$ cat config.mk
export PLATFORM = sky130hd
export DESIGN_NAME = alpha_over_blend_pixel
export DESIGN_NICKNAME = d
export VERILOG_FILES = /design/src/rtl/aob_pkg.sv /design/src/rtl/alpha_over_blend_pixel.sv
export SDC_FILE = /design/constraint.sdc
export NUM_CORES = 2
export LEC_CHECK = 0
export BUFFER_PORTS_ARGS = -buffer_cell sky130_fd_sc_hd__buf_2
export CAP_MARGIN = 20
export CORE_MARGIN = 2
export CORE_UTILIZATION = 59
export CTS_BUF_LIST = sky130_fd_sc_hd__clkbuf_16
export CTS_CLUSTER_SIZE = 25
export DETAILED_ROUTE_END_ITERATION = 10
export PLACE_DENSITY = 0.8
export SETUP_SLACK_MARGIN = 0.4
export SLEW_MARGIN = 20
export SYNTH_ARGS = -nofsm -noshare
export SYNTH_HDL_FRONTEND = slang
export SYNTH_SLANG_ARGS = --single-unit
$ cat constraint.sdc
create_clock -name clk_i -period 16.6 [get_ports clk_i]
set_input_delay 1.66 -clock clk_i [delete_from_list [all_inputs] [get_ports clk_i]]
set_output_delay 1.66 -clock clk_i [all_outputs]
set_load 0.01 [all_outputs]
$ cat src/rtl/aob_pkg.sv
// shared types and helpers for the alpha-over pixel blender
package aob_pkg;

  // channels per pixel: red, green, blue, alpha
  localparam int LANES     = 4;
  localparam int LANE_ALPHA = 3;

  // which source the result of one pixel comes from
  typedef enum logic {
    PATH_BLEND  = 1'b0,
    PATH_BYPASS = 1'b1
  } path_e;

  // round a bit count up to whole bytes
  function automatic int pad_to_bytes(input int bits);
    return ((bits + 7) / 8) * 8;
  endfunction

endpackage

$ cat src/rtl/alpha_over_blend_pixel.sv
// alpha-over compositing of two straight-alpha rgba pixels, fully pipelined
//
//  channel   | direction | carries
//  ----------+-----------+-------------------------------------------------
//  s_axis    | in        | under pixel in the low half, over pixel in the high half
//  m_axis    | out       | composited pixel, one transaction per input
//  cfg       | in        | blend_enable, write-only
//
// one pixel enters per cycle while no stall at m_axis backs up the pipe
// the divider gives one quotient bit per stage, after a multiply stage,
// a numerator/denominator stage and a dividend stage
// every stage has its own valid bit and ready, so bubbles close up and a
// stall at m_axis holds each pixel in place without loss or repeat
// rst_ni clears the valid bits and blend_enable; payload is not reset
module alpha_over_blend_pixel #(
  parameter int CHANNEL_BITS = 8
) (
  input  logic                                           clk_i,
  input  logic                                           rst_ni,
  // under_red, under_green, under_blue, under_alpha,
  // over_red, over_green, over_blue, over_alpha
  input  logic [8*CHANNEL_BITS-1:0]                      s_axis_tdata,
  input  logic                                           s_axis_tvalid,
  output logic                                           s_axis_tready,
  // out_red, out_green, out_blue, out_alpha, zero pad
  output logic [aob_pkg::pad_to_bytes(4*CHANNEL_BITS)-1:0] m_axis_tdata,
  output logic                                           m_axis_tvalid,
  input  logic                                           m_axis_tready,
  input  logic                                           cfg_we_i,
  input  logic                                           cfg_wdata_i
);

  localparam int N      = CHANNEL_BITS;
  localparam int L      = aob_pkg::LANES;
  localparam int PIX_W  = L * N;
  localparam int OUT_W  = aob_pkg::pad_to_bytes(PIX_W);
  localparam int DW     = 3 * N + 1;   // dividend 2*num + den
  localparam int VW     = 2 * N + 1;   // divisor 2*den
  // stage numbering
  localparam int ST_MUL  = 0;
  localparam int ST_SUM  = 1;
  localparam int ST_PREP = 2;
  localparam int ST_DIV0 = 3;
  localparam int NS      = ST_DIV0 + N;
  localparam logic [N-1:0] MAX = '1;
  localparam logic [2*N-1:0] HALF = {{N{1'b0}}, 1'b1, {(N-1){1'b0}}};

  // ---------------------------------------------------------------
  // config register
  // ---------------------------------------------------------------
  logic blend_q;

  always_ff @(posedge clk_i or negedge rst_ni) begin
    if (!rst_ni) begin
      blend_q <= 1'b0;
    end else if (cfg_we_i) begin
      blend_q <= cfg_wdata_i;
    end
  end

  // ---------------------------------------------------------------
  // valid bits and per-stage ready chain
  // ---------------------------------------------------------------
  logic [NS-1:0] vld_q;
  logic [NS-1:0] rdy;

  always_comb begin
    rdy[NS-1] = !vld_q[NS-1] || m_axis_tready;
    for (int k = NS - 2; k >= 0; k--) begin
      rdy[k] = !vld_q[k] || rdy[k+1];
    end
  end

  assign s_axis_tready = rdy[0];

  always_ff @(posedge clk_i or negedge rst_ni) begin
    if (!rst_ni) begin
      vld_q <= '0;
    end else begin
      if (rdy[0]) begin
        vld_q[0] <= s_axis_tvalid;
      end
      for (int k = 1; k < NS; k++) begin
        if (rdy[k]) begin
          vld_q[k] <= vld_q[k-1];
        end
      end
    end
  end

  // ---------------------------------------------------------------
  // input unpack and bypass decision
  // ---------------------------------------------------------------
  logic [N-1:0]   a0, a1;
  logic [2:0][N-1:0] c0, c1;
  aob_pkg::path_e path_d;
  logic [PIX_W-1:0] pix_d;

  always_comb begin
    for (int i = 0; i < 3; i++) begin
      c0[i] = s_axis_tdata[i*N +: N];
      c1[i] = s_axis_tdata[(L+i)*N +: N];
    end
    a0 = s_axis_tdata[aob_pkg::LANE_ALPHA*N +: N];
    a1 = s_axis_tdata[(L+aob_pkg::LANE_ALPHA)*N +: N];
    // blend off shows the over pixel, transparent over shows the under one
    path_d = (!blend_q || (a1 == '0)) ? aob_pkg::PATH_BYPASS : aob_pkg::PATH_BLEND;
    pix_d  = !blend_q ? s_axis_tdata[2*PIX_W-1:PIX_W] : s_axis_tdata[PIX_W-1:0];
  end

  // bypass path travels with every stage
  aob_pkg::path_e   path_q [NS];
  logic [PIX_W-1:0] pix_q  [NS];

  always_ff @(posedge clk_i) begin
    if (rdy[0]) begin
      path_q[0] <= path_d;
      pix_q[0]  <= pix_d;
    end
    for (int k = 1; k < NS; k++) begin
      if (rdy[k]) begin
        path_q[k] <= path_q[k-1];
        pix_q[k]  <= pix_q[k-1];
      end
    end
  end

  // ---------------------------------------------------------------
  // stage 0: the narrow products
  // ---------------------------------------------------------------
  logic [2*N-1:0]      paa_q;    // a0*a1
  logic [2:0][2*N-1:0] p0_q;     // c0*a0
  logic [2:0][2*N-1:0] p1_q;     // c1*a1
  logic [N-1:0]        inv1_q;   // max - a1
  logic [N:0]          asum_q;   // a0 + a1

  always_ff @(posedge clk_i) begin
    if (rdy[ST_MUL]) begin
      paa_q  <= a0 * a1;
      inv1_q <= MAX - a1;
      asum_q <= {1'b0, a0} + {1'b0, a1};
      for (int i = 0; i < 3; i++) begin
        p0_q[i] <= c0[i] * a0;
        p1_q[i] <= c1[i] * a1;
      end
    end
  end

  // ---------------------------------------------------------------
  // stage 1: den = max*(a0+a1) - a0*a1, num = c0*a0*(max-a1) + max*c1*a1
  // ---------------------------------------------------------------
  logic [2*N:0]        den_full;
  logic [2*N-1:0]      den_q;
  logic [2:0][3*N-1:0] num_d, num_q;

  always_comb begin
    // times max is a shift and a subtract
    den_full = {asum_q, {N{1'b0}}} - (2*N+1)'(asum_q) - (2*N+1)'(paa_q);
    for (int i = 0; i < 3; i++) begin
      num_d[i] = (3*N)'(p0_q[i]) * (3*N)'(inv1_q)
               + (3*N)'({p1_q[i], {N{1'b0}}}) - (3*N)'(p1_q[i]);
    end
  end

  always_ff @(posedge clk_i) begin
    if (rdy[ST_SUM]) begin
      den_q <= den_full[2*N-1:0];
      num_q <= num_d;
    end
  end

  // ---------------------------------------------------------------
  // stage 2: round-to-nearest dividend and divisor per color lane
  // q = floor((2*num + den) / (2*den))
  // alpha = round(den / max); max is 2^n - 1, so with t = den + max/2
  // rounded up, the quotient is (t + (t >> n)) >> n for any den up to max^2
  // ---------------------------------------------------------------
  logic [2:0][DW-1:0] dvd_q;
  logic [2:0][VW-1:0] dvs_q;
  logic [2*N-1:0]     alf_t, alf_u;
  logic [N-1:0]       alf_q;

  always_comb begin
    alf_t = den_q + HALF;
    alf_u = alf_t + {{N{1'b0}}, alf_t[2*N-1:N]};
  end

  always_ff @(posedge clk_i) begin
    if (rdy[ST_PREP]) begin
      for (int i = 0; i < 3; i++) begin
        dvd_q[i] <= {num_q[i], 1'b0} + DW'(den_q);
        dvs_q[i] <= {den_q, 1'b0};
      end
      alf_q <= alf_u[2*N-1:N];
    end
  end

  // ---------------------------------------------------------------
  // restoring divider, one quotient bit per stage, msb first
  // the quotient never exceeds max, so it fits the channel width;
  // alpha rides alongside
  // ---------------------------------------------------------------
  logic [2:0][DW-1:0] rem_q   [N];
  logic [2:0][VW-1:0] div_q   [N];
  logic [2:0][N-1:0]  quo_q   [N];
  logic [N-1:0]       alf_p_q [N];

  for (genvar gj = 0; gj < N; gj++) begin : g_div
    localparam int SH = N - 1 - gj;
    logic [2:0][DW-1:0] rem_in, rem_d;
    logic [2:0][VW-1:0] div_in;
    logic [2:0][N-1:0]  quo_in, quo_d;
    logic [2:0][DW-1:0] vsh;
    logic [N-1:0]       alf_in;

    if (gj == 0) begin : g_first
      assign rem_in = dvd_q;
      assign div_in = dvs_q;
      assign quo_in = '0;
      assign alf_in = alf_q;
    end else begin : g_next
      assign rem_in = rem_q[gj-1];
      assign div_in = div_q[gj-1];
      assign quo_in = quo_q[gj-1];
      assign alf_in = alf_p_q[gj-1];
    end

    always_comb begin
      for (int l = 0; l < 3; l++) begin
        vsh[l] = DW'(div_in[l]) << SH;
        if (rem_in[l] >= vsh[l]) begin
          rem_d[l] = rem_in[l] - vsh[l];
          quo_d[l] = {quo_in[l][N-2:0], 1'b1};
        end else begin
          rem_d[l] = rem_in[l];
          quo_d[l] = {quo_in[l][N-2:0], 1'b0};
        end
      end
    end

    always_ff @(posedge clk_i) begin
      if (rdy[ST_DIV0+gj]) begin
        rem_q[gj]   <= rem_d;
        div_q[gj]   <= div_in;
        quo_q[gj]   <= quo_d;
        alf_p_q[gj] <= alf_in;
      end
    end
  end

  // ---------------------------------------------------------------
  // output: quotients or the bypassed pixel
  // ---------------------------------------------------------------
  logic [PIX_W-1:0] out_pix;

  assign out_pix = (path_q[NS-1] == aob_pkg::PATH_BYPASS) ? pix_q[NS-1]
                                                         : {alf_p_q[N-1], quo_q[N-1]};

  assign m_axis_tdata  = OUT_W'(out_pix);
  assign m_axis_tvalid = vld_q[NS-1];

endmodule

After elaboration in Yosys (flattened, before gate mapping):

Memories as Yosys holds them, arrays and structs flattened.
Index checks and enable logic that the tools add are counted.

* $mul: 10
* add/subtract/negate cells: 39
* muxes and demuxes: 73
* reduce and logical (&&, ||, !) cells: 25
* $lt $le $gt $ge: 24

Operator list (number)
* 25-bit two-way mux: 24
* 8-bit by 8-bit multiplier with 16-bit output: 7
* 25-bit by 16-bit adder with 25-bit output: 3
* 25-bit by 17-bit >= comparator with 1-bit output: 3
* 25-bit by 18-bit >= comparator with 1-bit output: 3
* 25-bit by 19-bit >= comparator with 1-bit output: 3
* 25-bit by 20-bit >= comparator with 1-bit output: 3
* 25-bit by 21-bit >= comparator with 1-bit output: 3
* 25-bit by 22-bit >= comparator with 1-bit output: 3
* 25-bit by 23-bit >= comparator with 1-bit output: 3
* 25-bit by 24-bit >= comparator with 1-bit output: 3
* 25-bit by 17-bit subtractor with 25-bit output: 3
* 25-bit by 18-bit subtractor with 25-bit output: 3
* 25-bit by 19-bit subtractor with 25-bit output: 3
* 25-bit by 20-bit subtractor with 25-bit output: 3
* 25-bit by 21-bit subtractor with 25-bit output: 3
* 25-bit by 22-bit subtractor with 25-bit output: 3
* 25-bit by 23-bit subtractor with 25-bit output: 3
* 25-bit by 24-bit subtractor with 25-bit output: 3
* 24-bit adder: 3
* 16-bit by 8-bit multiplier with 24-bit output: 3
* 24-bit by 16-bit subtractor with 24-bit output: 3
* 32-bit two-way mux: 2
* 1-bit two-way mux: 47
* other kinds (9): 31

* bits in writable memories: 1627
* memories kept: 6
* output and inout bits: 34
* flip-flop bits (word level): 328
* word-level logic and storage cells: 207

Memories
* rem_q: depth 8, width 75, read ports 7, clocked after Yosys merged registers in 0, write ports 8, line alpha_over_blend_pixel.sv:203 `logic [2:0][DW-1:0] rem_q [N];`
* div_q: depth 8, width 51, read ports 7, clocked after Yosys merged registers in 0, write ports 8, line alpha_over_blend_pixel.sv:204 `logic [2:0][VW-1:0] div_q [N];`
* pix_q: depth 11, width 32, read ports 11, clocked after Yosys merged registers in 0, write ports 11, line alpha_over_blend_pixel.sv:113 `logic [PIX_W-1:0] pix_q [NS];`
* quo_q: depth 8, width 24, read ports 8, clocked after Yosys merged registers in 0, write ports 8, line alpha_over_blend_pixel.sv:205 `logic [2:0][N-1:0] quo_q [N];`
* alf_p_q: depth 8, width 8, read ports 8, clocked after Yosys merged registers in 0, write ports 8, line alpha_over_blend_pixel.sv:206 `logic [N-1:0] alf_p_q [N];`
* path_q: depth 11, width 1, read ports 11, clocked after Yosys merged registers in 0, write ports 11, line alpha_over_blend_pixel.sv:112 `aob_pkg::path_e path_q [NS];`

Depth between registers and ports, before layout:

* depth in word-level cells: 14
* gate-level depth with buffers: 21

Worst setup path after synthesis:

No wires, ideal clock.

* path type: input -> register
* start point: input m_axis_tready
* end point: register asum_q[0] (enable)
* stages on the path: 6
* slack: -24 ps
* library setup time: 2111 ps
* arrival: 14513 ps
* cell sequence: nor2b_1 -> nand2_1 -> nor2_1 -> nand3_1 -> nor2_1 -> nand4_1

* word-level cells in the longest chain between the ends: 11

RTL lines
* from (decl): line alpha_over_blend_pixel.sv:28 `input logic m_axis_tready,`
* 1-bit logical OR: line alpha_over_blend_pixel.sv:68 `rdy[NS-1] = !vld_q[NS-1] || m_axis_tready;`
* 1-bit logical OR: line alpha_over_blend_pixel.sv:70 `rdy[k] = !vld_q[k] || rdy[k+1];`
* net rdy[9]: line alpha_over_blend_pixel.sv:65 `logic [NS-1:0] rdy;`
* 1-bit logical OR (5 in a row): line alpha_over_blend_pixel.sv:70
* net rdy[4]: line alpha_over_blend_pixel.sv:65
* 1-bit logical OR (4 in a row): line alpha_over_blend_pixel.sv:70
* net s_axis_tready: line alpha_over_blend_pixel.sv:24 `output logic s_axis_tready,`
* to (signal assigned): line alpha_over_blend_pixel.sv:141 `asum_q <= {1'b0, a0} + {1'b0, a1};`
* to (decl): line alpha_over_blend_pixel.sv:135 `logic [N:0] asum_q;`

The timed path passes the listed nets, and every way through them passes these cells.
A chain may end at the register's enable or synchronous reset.

Worst setup path after layout:

* start point: input m_axis_tready
* end point: output s_axis_tready

* word-level cells in the longest chain between the ends: 11

RTL lines (line)
* 1-bit logical OR: alpha_over_blend_pixel.sv:68
* 1-bit logical OR: alpha_over_blend_pixel.sv:70
* net rdy[9]: alpha_over_blend_pixel.sv:65
* 1-bit logical OR (5 in a row): alpha_over_blend_pixel.sv:70
* net rdy[4]: alpha_over_blend_pixel.sv:65
* 1-bit logical OR (4 in a row): alpha_over_blend_pixel.sv:70
* to (decl): alpha_over_blend_pixel.sv:24

The timed path passes the listed nets, and every way through them passes these cells.

==> impl_metrics.env <==
export IMPL_status="finished, final reports clean"
export IMPL_cts_tree="yes"
export IMPL_syn2layout_area_growth_pct=8.55
export IMPL_dr_pass1_iters=6
export IMPL_grt_pass1_wl_um=378000
export IMPL_fill_cells=12600
export IMPL_clk_pin_slew_worst_paths_ns=0.06
export IMPL_cts_resized=0
export IMPL_num_vias=66300
export IMPL_drc=0
export IMPL_clkLatencyLatePin_ns=0.83
export IMPL_critPathRequiredTime_ns=14.94
export IMPL_finalClockSkew_ns=0.0424
export IMPL_cp_max_fo=50
export IMPL_die_area_um2=173000
export IMPL_finalSetupViolCount=0
export IMPL_place_congestion=0.977
export IMPL_post_cts_buffers=0
export IMPL_antenna_found_initial=12
export IMPL_tns_ns=0
export IMPL_final_max_slew_violation_count=0
export IMPL_holdWs_ns=0.394
export IMPL_dr_first_iter_drc_count=5691
export IMPL_num_io_pins=104
export IMPL_grtUsageTotal_pct=28.3
export IMPL_core_um2=169000
export IMPL_cts_root_buffer="clkbuf_16"
export IMPL_cts_sinks=1476
export IMPL_clock_path_buffers=3
export IMPL_yosys_warnings=0
export IMPL_nets=10500
export IMPL_worst_slew_pin_slew_ns=1.06
export IMPL_synth_flop_cell="edfxtp_1"
export IMPL_min_period_ns=6.93
export IMPL_hp_class="reg -> reg"
export IMPL_async_reset_ff_share_pct=0.813
export IMPL_row_count=151
export IMPL_drv_cap=0
export IMPL_netlist_area_um2=100000
export IMPL_multi_input_area_um2=51100
export IMPL_grt_pass1_vias=67200
export IMPL_rsz0062_at_grt="no"
export IMPL_synth_distinct_cells=90
export IMPL_arrival_ns=5.27
export IMPL_synthCells=8761
export IMPL_period_share_pct=41.7
export IMPL_die_h_um=416
export IMPL_grt_max_degree=81
export IMPL_dp_hpwl_um=187000
export IMPL_max_clock_freq_mhz=144
export IMPL_critPathSlowestCell="nor2_1"
export IMPL_ys_seq_area_share_pct=44.3
export IMPL_synth_edf_count=1464
export IMPL_crit_chain="buf_2, nor2b_1, nand2_4, nor2_1, nand3_4, nor2_1, nand4_1, buf_4, buf_2"
export IMPL_slew_headroom_pct=29.5
export IMPL_die_width_um=416
export IMPL_ys_ff_latch=1476
export IMPL_vias_per_cell=5.90
export IMPL_final_layout_size_suffix_gt1_share_pct=6.50
export IMPL_drt_wl_total_um=243000
export IMPL_seq_area_um2=44300
export IMPL_critPathCaptureType="output pin"
export IMPL_port_buffers=103
export IMPL_wl_per_cell_um=21.6
export IMPL_ctsHoldBuffers=0
export IMPL_cts_htree_levels=4
export IMPL_gr_total_overflow=0
export IMPL_drtAntennaViolNets=0
export IMPL_start_util_pct=59.2
export IMPL_synthesis_nets=10300
export IMPL_start_kind="input pin"
export IMPL_syn_area_per_cell_um2=11.4
export IMPL_final_hold_viol_count=0
export IMPL_slowest_delay_ns=0.69
export IMPL_crit_type="in -> out"
export IMPL_cts_buffers=159
## final cells by class
class / count / area share [%]
Timing Repair Buffer: 145 / 0.765
Clock buffer: 159 / 3.67
Inverter: 1089 / 3.77
Clock inverter: 133 / 1.38
Sequential cell: 1476 / 40.8
Antenna cell: 7 / 0.0161
Tap cell: 2218 / 2.56
Multi-Input combinational cell: 6018 / 47.1
## worst paths after layout
kind | depth (start not counted) | from | end | slack (ns)
setup / recovery | 9 | m_axis_tready | s_axis_tready | 9.67
hold / removal | 0 | quo_q[0][90] | quo_q[1][19] | 0.39
setup reg to reg | 18 | inv1_q[7] | num_q[70] | 9.97
hold reg to reg | 0 | quo_q[0][90] | quo_q[1][19] | 0.39
max in group asynchronous | 1 | rst_ni | vld_q[5] | 15.47
min in group asynchronous | 1 | rst_ni | vld_q[10] | 0.79
## stage by stage
stage / instances / setup WS, ns / utilization, % / instance area [µm²]
after floorplan: 8761 / 1.66 / - / 100000
after global placement: 10900 / 9.84 / 61.0 / 103000
after detailed placement: 10900 / 9.61 / 61.0 / 103000
after CTS: 11200 / 9.60 / 64.2 / 108000
after global routing: 11200 / 9.38 / 64.3 / 109000
final: 11200 / 9.67 / 64.3 / 109000
## worst max-delay path, delay by kind of cell
kind	cells	cell delay (ns)
and+or+nand+nor	6	2.90
buffers and inverters	3	0.66
## layer usage
metal / global-route usage, % / vias to the layer above / share of wire (%)
met3: 4.42 / 657 / 6.6
met2: 48.6 / 2552 / 49
li1: - / 30800 / -
met1: 34.8 / 32300 / 38
met5: 0 / - / 0.023
met4: 14.3 / 8 / 5.6
## cells in the final DEF, fill, tap and decap left out, drive strengths merged, types with 124 or more instances in the layout
master and n:
buf 145, fa 618, nand2 792, a21oi 386
ha 892, edfxtp 1464, clkbuf 159, o21ai 380
inv 1121, nand3 124, nor3 124, a21o 191
xor2 200, xnor2 352, and2 454, nor2 380
## cells in the mapped netlist (150+ instances only)
cell / count / area (µm²)
a21o_1: 191 / 1430
a21oi_1: 386 / 1930
and2_1: 453 / 2830
clkbuf_1: 150 / 563
edfxtp_1: 1464 / 44000
fa_1: 618 / 12400
ha_1: 892 / 11200
inv_1: 1088 / 4080
nand2_1: 792 / 2970
nor2_1: 380 / 1430
o21ai_0: 374 / 1870
xnor2_1: 352 / 3080
xor2_1: 200 / 1750
## logic make-up after synthesis
| logic type | synth area share, % |
|---|---|
| simple gates | 11.9 |
| fa+ha+maj | 23.5 |
| flops | 44.3 |
| compound gates | 9.01 |
| buf+inv | 4.79 |
| xor+xnor | 4.84 |
| mux | 1.64 |
## state kept, by name, summed over array words and instances, names as in the netlist, 9 cells and up
signal	count
p0_q	48
paa_q	16
num_q	72
path_q	11
dvs_q	15
den_q	16
alf_p_q	64
pix_q	352
p1_q	48
dvd_q	73
div_q	105
asum_q	9
rem_q	511
quo_q	108
vld_q	11
Power is not shown: default switching activity piles up to over one toggle a cycle in this logic, so the estimate is an artifact.
